### src/sv/bba_pkg.sv
// Package for the buddy block allocator: field widths, command and status
// codes, and the counter update struct. No dependencies.
package bba_pkg;

  localparam int ORDER_W = 4;
  localparam int ADDR_W  = 10;

  localparam logic CMD_ALLOC = 1'b0;
  localparam logic CMD_FREE  = 1'b1;

  localparam logic STAT_OK      = 1'b0;
  localparam logic STAT_NOSPACE = 1'b1;

  // One update of the per-order free counters.
  typedef struct packed {
    logic               inc;
    logic               dec;
    logic [ORDER_W-1:0] order;
  } cnt_op_t;

endpackage

### src/sv/bba_map_ram.sv
// Free-map memory: one write port, one read port, registered read data.
// No dependencies.
module bba_map_ram #(
  parameter int AW = 6,
  parameter int W  = 32
) (
  input  logic          clk,
  input  logic          rd_en,
  input  logic [AW-1:0] rd_addr,
  output logic [W-1:0]  rd_data,
  input  logic          wr_en,
  input  logic [AW-1:0] wr_addr,
  input  logic [W-1:0]  wr_data
);

  logic [W-1:0] mem [1<<AW];

  always_ff @(posedge clk) begin
    if (wr_en) begin
      mem[wr_addr] <= wr_data;
    end
  end

  always_ff @(posedge clk) begin
    if (rd_en) begin
      rd_data <= mem[rd_addr];
    end
  end

endmodule

### src/sv/bba_order_cnt.sv
// Per-order free block counters and the search for the lowest order at or
// above a request that holds a free block. Depends on bba_pkg.
module bba_order_cnt
  import bba_pkg::*;
#(
  parameter int NUM_ORDERS = 11
) (
  input  logic                          clk,
  input  logic                          rst,
  input  cnt_op_t                       op,
  input  logic [ORDER_W-1:0]            req_order,
  output logic                          found,
  output logic [$clog2(NUM_ORDERS)-1:0] found_order
);

  localparam int OW  = $clog2(NUM_ORDERS);
  localparam int TOP = NUM_ORDERS - 1;

  logic [NUM_ORDERS-1:0] cnt [NUM_ORDERS];
  logic [OW-1:0]         idx;

  assign idx = op.order[OW-1:0];

  always_ff @(posedge clk) begin
    if (rst) begin
      for (int i = 0; i < NUM_ORDERS; i++) begin
        cnt[i] <= (i == TOP) ? NUM_ORDERS'(1) : '0;
      end
    end else if (op.inc) begin
      cnt[idx] <= cnt[idx] + NUM_ORDERS'(1);
    end else if (op.dec) begin
      cnt[idx] <= cnt[idx] - NUM_ORDERS'(1);
    end
  end

  always_comb begin
    found       = 1'b0;
    found_order = '0;
    for (int j = NUM_ORDERS - 1; j >= 0; j--) begin
      if ((cnt[j] != '0) && (ORDER_W'(j) >= req_order)) begin
        found       = 1'b1;
        found_order = OW'(j);
      end
    end
  end

endmodule

### src/sv/buddy_block_allocator.sv
// Buddy block allocator, top level: command FSM around the free-map memory
// and the per-order counters. Depends on bba_pkg, bba_map_ram, bba_order_cnt.
//
// Channels: command (cmd_valid/cmd_ready) carries command, block_order and
// block_address; response (rsp_valid/rsp_ready) carries granted_address and
// status. One response per command, in order.
// The free map holds one bit per block of every order, packed 32 to a word
// in a single-port-read memory; every map access is a read state (S_RD)
// followed by a modify/write state (S_EX), which together make one step.
// Allocate scans map words at the chosen order (up to POOL_UNITS/32 words
// at order 0), then splits one level per step down to the request; free
// checks its own bit, merges with free buddies one level per step, then
// marks the merged block free. Order out of range or no space skips the map.
// One command is worked at a time; cmd_ready is high only when idle and
// rises together with rsp_valid for the previous result.
// Reset: counters reset at once; the map is then swept one word per cycle
// (2^NUM_ORDERS/32 words, 64 at the default) leaving only the whole-pool
// block free. Commands are not taken during the sweep.
// Stall: a finished result sits in the response register; the FSM may go
// idle and take the next command, and holds its next result until the
// response register frees up.
module buddy_block_allocator
  import bba_pkg::*;
#(
  parameter int NUM_ORDERS = 11,
  parameter int POOL_UNITS = 1024
) (
  input  logic               clk,
  input  logic               rst,
  input  logic               cmd_valid,
  output logic               cmd_ready,
  input  logic               command,
  input  logic [ORDER_W-1:0] block_order,
  input  logic [ADDR_W-1:0]  block_address,
  output logic               rsp_valid,
  input  logic               rsp_ready,
  output logic [ADDR_W-1:0]  granted_address,
  output logic               status
);

  localparam int N     = NUM_ORDERS;
  localparam int TOP   = N - 1;
  localparam int OW    = $clog2(N);
  localparam int UW    = N - 1;               // unit / block index width
  localparam int LG    = (N > 5) ? 5 : N - 1; // log2 of bits per map word
  localparam int W     = 1 << LG;
  localparam int AW    = N - LG;

  typedef enum logic [2:0] {S_CLEAR, S_IDLE, S_RD, S_EX, S_DONE} state_t;
  typedef enum logic [2:0] {P_SCAN, P_SPLIT, P_OWN, P_BUDDY, P_MARK} phase_t;

  state_t              state;
  phase_t              phase;
  logic [OW-1:0]       k;
  logic [OW-1:0]       req;
  logic [UW-1:0]       blk;
  logic [AW-1:0]       scan_word;
  logic [AW-1:0]       clr_addr;
  logic [ADDR_W-1:0]   res_addr;
  logic                res_stat;

  // memory and counter hookups
  logic                rd_en;
  logic [AW-1:0]       rd_addr;
  logic [W-1:0]        rd_data;
  logic                wr_en;
  logic [AW-1:0]       wr_addr;
  logic [W-1:0]        wr_data;
  cnt_op_t             cop;
  logic                found;
  logic [OW-1:0]       found_order;

  // node arithmetic: node = 2^(TOP-k) + block (1-based heap index)
  logic [N-1:0]        base;
  logic [N-1:0]        last_node;
  logic [AW-1:0]       last_word;
  logic [N-1:0]        sbase;
  logic [UW-1:0]       cur_blk;
  logic [N-1:0]        node;
  logic [AW-1:0]       node_word;
  logic [LG-1:0]       node_bit;
  logic                bit_cur;
  logic [W-1:0]        node_mask;

  // scan
  logic                hit;
  logic [LG-1:0]       hit_pos;
  logic [N-1:0]        hit_node;
  logic [UW-1:0]       hit_blk;

  // input decode
  logic [31:0]         addr_ext;
  logic [UW-1:0]       addr_u;
  logic                order_bad;

  bba_map_ram #(.AW(AW), .W(W)) u_ram (
    .clk     (clk),
    .rd_en   (rd_en),
    .rd_addr (rd_addr),
    .rd_data (rd_data),
    .wr_en   (wr_en),
    .wr_addr (wr_addr),
    .wr_data (wr_data)
  );

  bba_order_cnt #(.NUM_ORDERS(N)) u_cnt (
    .clk         (clk),
    .rst         (rst),
    .op          (cop),
    .req_order   (block_order),
    .found       (found),
    .found_order (found_order)
  );

  assign cmd_ready = (state == S_IDLE);
  assign order_bad = (block_order > ORDER_W'(TOP));
  assign addr_ext  = 32'(block_address) & 32'(POOL_UNITS - 1);
  assign addr_u    = addr_ext[UW-1:0];

  assign base      = {{(N-1){1'b0}}, 1'b1} << (OW'(TOP) - k);
  assign sbase     = {{(N-1){1'b0}}, 1'b1} << (OW'(TOP) - found_order);
  assign last_node = (base << 1) - N'(1);   // wraps to all ones at order 0
  assign last_word = last_node[N-1:LG];

  always_comb begin
    unique case (phase)
      P_SPLIT: cur_blk = blk | UW'(1);
      P_BUDDY: cur_blk = blk ^ UW'(1);
      default: cur_blk = blk;
    endcase
  end

  assign node      = base + N'(cur_blk);
  assign node_word = node[N-1:LG];
  assign node_bit  = node[LG-1:0];
  assign node_mask = W'(1) << node_bit;
  assign bit_cur   = rd_data[node_bit];

  // lowest free block of order k inside the scanned word
  always_comb begin
    logic [N-1:0] wn;
    hit     = 1'b0;
    hit_pos = '0;
    for (int j = W - 1; j >= 0; j--) begin
      wn = {scan_word, LG'(j)};
      if (rd_data[j] && (wn >= base) && (wn <= last_node)) begin
        hit     = 1'b1;
        hit_pos = LG'(j);
      end
    end
  end

  assign hit_node = {scan_word, hit_pos};
  assign hit_blk  = UW'(hit_node - base);

  // memory and counter drive
  always_comb begin
    rd_en     = (state == S_RD);
    rd_addr   = (phase == P_SCAN) ? scan_word : node_word;
    wr_en     = 1'b0;
    wr_addr   = node_word;
    wr_data   = rd_data;
    cop.inc   = 1'b0;
    cop.dec   = 1'b0;
    cop.order = ORDER_W'(k);
    if (state == S_CLEAR) begin
      wr_en   = 1'b1;
      wr_addr = clr_addr;
      wr_data = (clr_addr == '0) ? W'(2) : '0;  // top block is node 1
    end else if (state == S_EX) begin
      unique case (phase)
        P_SCAN: begin
          if (hit) begin
            wr_en   = 1'b1;
            wr_addr = scan_word;
            wr_data = rd_data & ~(W'(1) << hit_pos);
            cop.dec = 1'b1;
          end
        end
        P_SPLIT, P_MARK: begin
          if (!bit_cur) begin
            wr_en   = 1'b1;
            wr_data = rd_data | node_mask;
            cop.inc = 1'b1;
          end
        end
        P_BUDDY: begin
          if (bit_cur) begin
            wr_en   = 1'b1;
            wr_data = rd_data & ~node_mask;
            cop.dec = 1'b1;
          end
        end
        default: ;
      endcase
    end
  end

  always_ff @(posedge clk) begin
    logic [31:0] sh;
    if (rst) begin
      state     <= S_CLEAR;
      clr_addr  <= '1;
      rsp_valid <= 1'b0;
      phase     <= P_SCAN;
    end else begin
      // S_DONE posts its own rsp_valid
      if (rsp_valid && rsp_ready && (state != S_DONE)) begin
        rsp_valid <= 1'b0;
      end
      unique case (state)
        S_CLEAR: begin
          clr_addr <= clr_addr - AW'(1);
          if (clr_addr == '0) begin
            state <= S_IDLE;
          end
        end
        S_IDLE: begin
          if (cmd_valid) begin
            req      <= block_order[OW-1:0];
            res_addr <= '0;
            if (order_bad) begin
              k        <= block_order[OW-1:0];
              res_stat <= (command == CMD_ALLOC) ? STAT_NOSPACE : STAT_OK;
              state    <= S_DONE;
            end else if (command == CMD_ALLOC) begin
              if (!found) begin
                k        <= block_order[OW-1:0];
                res_stat <= STAT_NOSPACE;
                state    <= S_DONE;
              end else begin
                k         <= found_order;
                res_stat  <= STAT_OK;
                scan_word <= sbase[N-1:LG];
                phase     <= P_SCAN;
                state     <= S_RD;
              end
            end else begin
              k        <= block_order[OW-1:0];
              res_stat <= STAT_OK;
              blk      <= addr_u >> block_order;
              phase    <= P_OWN;
              state    <= S_RD;
            end
          end
        end
        S_RD: begin
          state <= S_EX;
        end
        S_EX: begin
          unique case (phase)
            P_SCAN: begin
              if (hit) begin
                if (k > req) begin
                  k     <= k - OW'(1);
                  blk   <= hit_blk << 1;
                  phase <= P_SPLIT;
                  state <= S_RD;
                end else begin
                  sh       = 32'(hit_blk) << req;
                  res_addr <= sh[ADDR_W-1:0];
                  state    <= S_DONE;
                end
              end else if (scan_word == last_word) begin
                res_stat <= STAT_NOSPACE;
                state    <= S_DONE;
              end else begin
                scan_word <= scan_word + AW'(1);
                state     <= S_RD;
              end
            end
            P_SPLIT: begin
              if (k > req) begin
                k     <= k - OW'(1);
                blk   <= blk << 1;
                state <= S_RD;
              end else begin
                sh       = 32'(blk) << req;
                res_addr <= sh[ADDR_W-1:0];
                state    <= S_DONE;
              end
            end
            P_OWN: begin
              if (bit_cur) begin
                state <= S_DONE;   // already free
              end else if (k == OW'(TOP)) begin
                phase <= P_MARK;
                state <= S_RD;
              end else begin
                phase <= P_BUDDY;
                state <= S_RD;
              end
            end
            P_BUDDY: begin
              state <= S_RD;
              if (bit_cur) begin
                k     <= k + OW'(1);
                blk   <= blk >> 1;
                phase <= (k + OW'(1) == OW'(TOP)) ? P_MARK : P_BUDDY;
              end else begin
                phase <= P_MARK;
              end
            end
            default: begin
              state <= S_DONE;
            end
          endcase
        end
        default: begin   // S_DONE: wait for a free response slot
          if (!rsp_valid || rsp_ready) begin
            rsp_valid       <= 1'b1;
            granted_address <= res_addr;
            status          <= res_stat;
            state           <= S_IDLE;
          end
        end
      endcase
    end
  end

endmodule

### config.mk
export PLATFORM = sky130hd
export DESIGN_NAME = buddy_block_allocator
export DESIGN_NICKNAME = d
export VERILOG_FILES = /design/src/sv/bba_pkg.sv /design/src/sv/bba_map_ram.sv /design/src/sv/bba_order_cnt.sv /design/src/sv/buddy_block_allocator.sv
export SDC_FILE = /design/constraint.sdc
export NUM_CORES = 2
export LEC_CHECK = 0
export BUFFER_PORTS_ARGS = -buffer_cell sky130_fd_sc_hd__buf_2
export CORE_MARGIN = 5
export CORE_UTILIZATION = 45
export CTS_BUF_LIST = sky130_fd_sc_hd__clkbuf_16
export DETAILED_ROUTE_END_ITERATION = 8
export PLACE_DENSITY_LB_ADDON = 0.1
export SLEW_MARGIN = 5
export SYNTH_ARGS = -nofsm -noshare
export SYNTH_HDL_FRONTEND = slang
export SYNTH_SLANG_ARGS = --single-unit
### constraint.sdc
create_clock -name clk -period 9.5 [get_ports clk]
set_input_delay 1.425 -clock clk [delete_from_list [all_inputs] [get_ports clk]]
set_output_delay 1.425 -clock clk [all_outputs]
set_load 0.02 [all_outputs]
Yosys cells after proc, flatten, opt, wreduce, memory -nomap -nowiden
Memory sizes are Yosys's and may differ from the RTL's. A register that Yosys moved wholly into a read port is not among the register bits.
Cells that the tools add are included.
Storage, ports and cells
  flip-flop bits (word level): 59
  memory bits (writable): 2169
  input bits: 19
  output and inout port bits: 13
  logic and storage cells: 453
  memories: 2
Operators by class
  add/subtract/negate cells: 11
  order comparisons: 78
  equal/unequal tests: 32
  shifts and indexed selects: 7
  muxes and demuxes: 195
  bitwise gates (word level): 9
  reduce and logical (&&, ||, !) cells: 107
Memory list
  u_ram.mem: depth 64, bits a word 32, read ports 1, clocked after Yosys merged registers in 1, write ports 1, RTL line bba_map_ram.sv:16  | logic [W-1:0] mem [1<<AW];
  u_cnt.cnt: depth 11, bits a word 11, read ports 12, clocked after Yosys merged registers in 1, write ports 11, RTL line bba_order_cnt.sv:19  | logic [NUM_ORDERS-1:0] cnt [NUM_ORDERS];
Operator list (count)
  >= comparator 11 bit: 32
  less-or-equal comparator 11 bit: 32
  two-way mux 32 bit: 5
  two-way mux 5 bit: 32
  nonzero test 11 bit: 11
  two-way mux 10 bit: 11
  one-hot mux 32 bit (3 select lines): 1
  two-way mux 4 bit: 20
  logical AND 1 bit: 77
  two-way mux 1 bit: 73
  two-way mux 6 bit: 12
  AND 32 bit: 2
  NOT 32 bit: 2
  left shift 1 x 5 -> 32 bit, first input constant: 2
  two-way mux 3 bit: 20
  one-hot mux 10 bit (2 select lines): 3
  bitwise OR 32 bit: 1
  one-hot mux 10 bit (3 select lines): 1
  one-hot mux 3 bit (4 select lines): 2
  two-way mux 11 bit: 2
  left shift 1 x 4 -> 11 bit, first input constant: 2
  subtractor 11 x 1 -> 11 bit, second input constant: 2
  inequality test 3 bit, second input constant: 7
  left shift 10 x 4 -> 10 bit: 2
  52 further kinds: 85

Depth between registers and ports, before layout
  word-level depth: 48
  gate-level depth with buffers: 36
  gate-level depth less buffers: 32

By module
Synthesis repeated with hierarchy kept, for this count alone.
Unflattened totals
  cells, all modules: 5367
  area total of the unflattened synthesis: 96955.5 µm²
Modules (own cells, without submodules)
  bba_map_ram: times used 1, cells an instance 3511, area an instance 79359.9 µm², sequential area each 62459.9 µm²
  buddy_block_allocator: times used 1, cells an instance 1236, area an instance 9078.7 µm², sequential area each 1641.6 µm²
  bba_order_cnt: times used 1, cells an instance 620, area an instance 8516.9 µm², sequential area each 5175.0 µm²

Worst setup path after synthesis
No wires, ideal clock.
  path kind: flip-flop to flip-flop
  start point: register k[1]
  end point: memory u_ram.mem[0][31], data pin
  library setup time: 721 ps
  data arrival time: 8248 ps
  data required time: 8779 ps
  setup slack: 531 ps
  cell stages (with the launch flop): 24
  path buffers: 3
  clock period less this slack: 8969 ps
  cells stage by stage: edfxtp_1 ha_1 and3b_1 clkbuf_1 o21ai_0 ha_1 clkbuf_1 nand3_1 xor2_1 ha_1 a21o_1 a21oi_1 and2_1 clkbuf_1 o21ai_0 a211o_1 o2111a_1 o41ai_1 a221oi_1 o21ai_0 a211o_1 a21oi_1 a21o_1 a211oi_1
Between the ends
  word-level cells in the longest chain between the ends: 44
  elaborated cells between the ends (all ways): 211
  those cells by class: add/sub: 3; order compare: 64; shift: 3; mux: 72; bitwise: 5; reduce/logical: 64
RTL lines
  start: declaration: RTL line buddy_block_allocator.sv:54  | logic [OW-1:0] k;
  start signal: assignment: RTL line buddy_block_allocator.sv:223  | k <= block_order[OW-1:0];
  start signal: assignment: RTL line buddy_block_allocator.sv:228  | k <= block_order[OW-1:0];
  start signal: assignment: RTL line buddy_block_allocator.sv:232  | k <= found_order;
  subtractor 4 bit *: RTL line buddy_block_allocator.sv:120  | assign base = {{(N-1){1'b0}}, 1'b1} << (OW'(TOP) - k);
  left shift 1 x 4 -> 11 bit *: RTL line buddy_block_allocator.sv:120
  subtractor 11 x 1 -> 11 bit / >= comparator 11 bit (equally long branches): RTL line buddy_block_allocator.sv:122, buddy_block_allocator.sv:146
  less-or-equal comparator 11 bit / logical AND 1 bit (equally long branches): RTL line buddy_block_allocator.sv:146  | if (rd_data[j] && (wn >= base) && (wn <= last_node)) begin
  logical AND 1 bit: RTL line buddy_block_allocator.sv:146
  two-way mux 5 bit (32 in series): RTL line buddy_block_allocator.sv:146
  left shift 1 x 5 -> 32 bit: RTL line buddy_block_allocator.sv:176  | wr_data = rd_data & ~(W'(1) << hit_pos);
  NOT 32 bit: RTL line buddy_block_allocator.sv:176
  AND 32 bit: RTL line buddy_block_allocator.sv:176
  two-way mux 32 bit: RTL line buddy_block_allocator.sv:173  | if (hit) begin
  one-hot mux 32 bit (3 select lines) *: RTL line buddy_block_allocator.sv:171  | unique case (phase)
  two-way mux 32 bit *: RTL line buddy_block_allocator.sv:170  | end else if (state == S_EX) begin
  two-way mux 32 bit *: RTL line buddy_block_allocator.sv:166  | if (state == S_CLEAR) begin
  net u_ram.wr_data[31]: RTL line bba_map_ram.sv:13  | input logic [W-1:0] wr_data
  end: declaration: RTL line bba_map_ram.sv:16
The timed path passes the listed nets; every way through them passes the cells marked *. The select of a mux whose other input is x is not followed.

Worst setup path in the final report
  start point: register k[0]
  end point: memory u_ram.mem[52][25] (enable)
Between the ends
  word-level cells in the longest chain between the ends: 43
  elaborated cells between the ends (all ways): 178
  those cells by class: add/sub: 3; order compare: 64; shift: 1; mux: 46; reduce/logical: 64
RTL lines
  subtractor 4 bit *: RTL line buddy_block_allocator.sv:120
  left shift 1 x 4 -> 11 bit *: RTL line buddy_block_allocator.sv:120
  subtractor 11 x 1 -> 11 bit / >= comparator 11 bit (equally long branches): RTL line buddy_block_allocator.sv:122, buddy_block_allocator.sv:146
  less-or-equal comparator 11 bit / logical AND 1 bit (equally long branches): RTL line buddy_block_allocator.sv:146
  logical AND 1 bit: RTL line buddy_block_allocator.sv:146
  two-way mux 1 bit (32 in series): RTL line buddy_block_allocator.sv:146
  two-way mux 1 bit: RTL line buddy_block_allocator.sv:173
  one-hot mux 1 bit (3 select lines): RTL line buddy_block_allocator.sv:171
  two-way mux 1 bit: RTL line buddy_block_allocator.sv:170
  two-way mux 1 bit: RTL line buddy_block_allocator.sv:166
  two-way mux 1 bit: RTL line bba_map_ram.sv:19  | if (wr_en) begin
  two-way mux 1 bit (not written as such): RTL line bba_map_ram.sv:20  | mem[wr_addr] <= wr_data;
Every way passes the cells marked *; elsewhere a longest branch is shown, timed or not. The select of a mux whose other input is x is not followed.

==> results.md <==
- Seq/Total Area, Yosys: 0.701
- Rows: 172
- Drt pass-1 iters: 5
- Initial antenna violation count: 15
- Area delta synth->final: 12.4%
- First-pass GRT wire length: 452000 um
- Chip height: 479 um
- Clock Sink Count: 2319
- Wl on met1: 140000 um
- Pleak: about 37 nW
- Max VDD drop: 0.188 mV
- Initial Util: 0.451
- Nets: 7861
- Synth unique cells: 98
- Worst path required time: between 10000 and 15000 ps
- Largest net degree at the start of global routing: 164
- CP startpoint: k[0]
- Worst-path maximum fanout: 20
- Commonest cells after routing, fill and taps aside: edfxtp_1 (2291), nand2_1 (1671), nand3_1 (517), nor2_1 (497), a31oi_1 (294)
- TritonCTS buffer count: 236
- Layout cells sized above 1: 0.109
- Crit path capture type: flop
- Synth async-reset ratio: 0
- GRT Util Overall: 0.268
- # Max-Cap Violations: 1
- CP Data Arrival Time: 9580 ps
- RR Startpoint: k[0]
- Failing checks: max-capacitance violations
- Die Width: approximately 480 um
- Setup Skew: 68.4 ps
- Worst-skew pair later-pin latency: just under 900 ps
- Worst min path class: reg2reg
- DRT iter0 DRCs: 8373
- Vias per cell: 6.09
- Endpoints failing hold: 0
- Post-synth EDFFs: 2291
- Worst-case clock buffer depth: 3
- Fill count: 18700
- Final HPWL DP: approximately 190000 um
- Post-route minimum period: 9020 ps
- Top sig layer: met5
- Final setup violation count: 0
- Status: finished, violations left
- Total gr overflow: 0
- Post-Syn Instances: 7794
- Internal reg-to-reg setup slack: 480 ps
- R2R cell count: 22
- Hold-fix buffers, CTS: 0
- Number of H-tree levels: 4
- Yosys warnings: 0
- CTS tree: yes
- Period utilization: 0.949
- Final Slew Violations: 0
- Reg-to-Reg End: u_ram.mem[52][25]
- Critical path type: reg2reg
- Finished Core Util: 0.507
- Met2 routed WL: 140000 um
- Synthesized cell area: 99000 um2
- Total power: approximately 25 mW
- Avg Inst Size Synth: roughly 13 um2
- I/O Buffers: 31
- Most common cell after layout, fill and taps aside: edfxtp_1
- RSZ-0062 raised after global routing: true
- Worst-Margin Slew: 1480 ps
- Routed Antenna Nets: 0
- DRC viols: 0
- Root Driver: clkbuf_16
- Core ar.: 219000 um2
- Crit path to: u_ram.mem[52][25]
- Worst Setup Start Kind: flop
- Post-Syn Nets: 7871
- Number of global-route vias before repair: 62700
- Via count: 66200
- Pwr dens: roughly 220 nW/um2
- DRT Wirelength: approximately 310000 um
- Ys flop type: edfxtp_1
- Register clock-pin slew on the reported worst setup and hold paths: 70 ps
- Met3 wire length: 25600 um
- Io pins: 32
- Die area: 229000 um2
- Synth Register Bits: 2319
- GP Congestion: 0.898
- Average routed wire per standard cell: 29.0 um
- Slew Limit Headroom: 0.00947
- FMAX: about 110 MHz
state kept, by name, indices dropped and copies added (netlist names), 4 cells and up, named ones only:
register         count
clr_addr             6
u_ram.rd_data       32
blk                 10
k                    4
u_ram.mem         2048
scan_word            6
u_cnt.cnt          176
res_addr            10
req                  4
granted_address     10
metrics by stage:
stage                     TNS, ps  setup slack, ps  cell area [um2]  instances  hold WS [ps]
after CTS                       0              222           111000      10900           414
after floorplan                 0              531            99000       7794           400
after global placement          0              261           104000      10400           402
after global routing        -75.9            -10.5           111000      10900           424
after detailed placement        0              233           104000      10400           405
final                           0              483           111000      10900           415
where the power goes:
| part | switching [mW] | total [mW] | leakage, nW | internal [mW] |
|---|---|---|---|---|
| Clock | 3.97 | 8.95 | 3.84 | 4.98 |
| Combinational | 2.67 | 3.44 | 12.1 | 0.768 |
| Sequential | 0.110 | 12.4 | 21.4 | 12.3 |
worst min-delay path by stage:
stage                start            endpoint  slack, ps  cells past startpoint
3_5_place_dp   res_addr[0]  granted_address[0]        400                      0
6_report       res_addr[8]  granted_address[8]        420                      0
3_3_place_gp   res_addr[4]  granted_address[4]        400                      0
4_1_cts        res_addr[6]  granted_address[6]        410                      0
2_1_floorplan  res_addr[0]  granted_address[0]        400                      0
5_1_grt        res_addr[1]  granted_address[1]        420                      0
logic make-up (layout without fill, tap and decap cells):
kind of cell,Yosys count,in the layout,share of synthesized area
AND/OR/NAND/NOR,3201,3201,0.140
flip-flops,2319,2319,0.701
AO/OA/AOI/OAI,1456,1456,0.104
buffers and inverters,599,789,0.0231
multiplexers,118,118,0.0212
adder cells (fa/ha/maj),58,58,0.00756
XOR/XNOR,43,43,0.00381
other,0,8,0
worst max-delay path, stage by stage (launching register included):
cell,delay [ps]
edfxtp_1,390
ha_1,350
and3b_1,410
o21ai_1,200
buf_4,170
ha_1,540
nand3_1,170
xor2_1,190
ha_1,310
a21o_1,190
a21oi_1,400
and2_1,600
o21ai_0,280
a211o_1,350
nand4_1,150
and3b_1,340
a21oi_1,240
mux2_2,190
o211ai_1,250
o31ai_1,680
nand2_1,840
nor2_4,1010
buf_4,380
synth_stat cells (22+ instances only):
master / count / area share
edfxtp_1: 2291 / 0.70
nand2_1: 1676 / 0.064
nor2_1: 563 / 0.021
nand3_1: 518 / 0.026
clkbuf_1: 457 / 0.017
a31oi_1: 294 / 0.019
o21ai_0: 207 / 0.010
a311oi_1: 191 / 0.017
a21oi_1: 190 / 0.0096
a211oi_1: 182 / 0.014
nor2b_1: 180 / 0.011
mux4_2: 72 / 0.016
a221oi_1: 70 / 0.0062
inv_1: 66 / 0.0025
nor4_1: 65 / 0.0041
buf_1: 59 / 0.0022
ha_1: 55 / 0.0070
nor3_1: 41 / 0.0021
a22o_1: 37 / 0.0033
nand2b_1: 34 / 0.0021
a22oi_1: 33 / 0.0025
o2111a_1: 33 / 0.0038
mux2i_1: 32 / 0.0032
and2_1: 29 / 0.0018
dfxtp_1: 28 / 0.0057
xnor2_1: 28 / 0.0025
a21o_1: 27 / 0.0020
o21a_1: 23 / 0.0017
o211ai_1: 22 / 0.0017
metal layers:
metal	up-vias	GRT usage
met5	-	0
met4	4	0.0776
met3	469	0.0469
met2	2776	0.404
met1	33600	0.401
li1	29300	-
area by class of cell:
type                       count  area [um2]  area share
antenna                        8        20.0    0.000180
clock buffer                 239        5980      0.0537
clock inverter               199        1470      0.0132
inverter                      67         251     0.00226
multi-input combinational   4876       28100       0.253
sequential                  2319       69400       0.623
tap                         2871        3590      0.0323
timing repair buffer         284        2470      0.0222
what timing repair did:
action	CTS	global route
setup endpoints to repair	0	555
setup buffers	0	3
gates resized for setup	0	4
No activity file was read; power rests on OpenSTA's default activity.
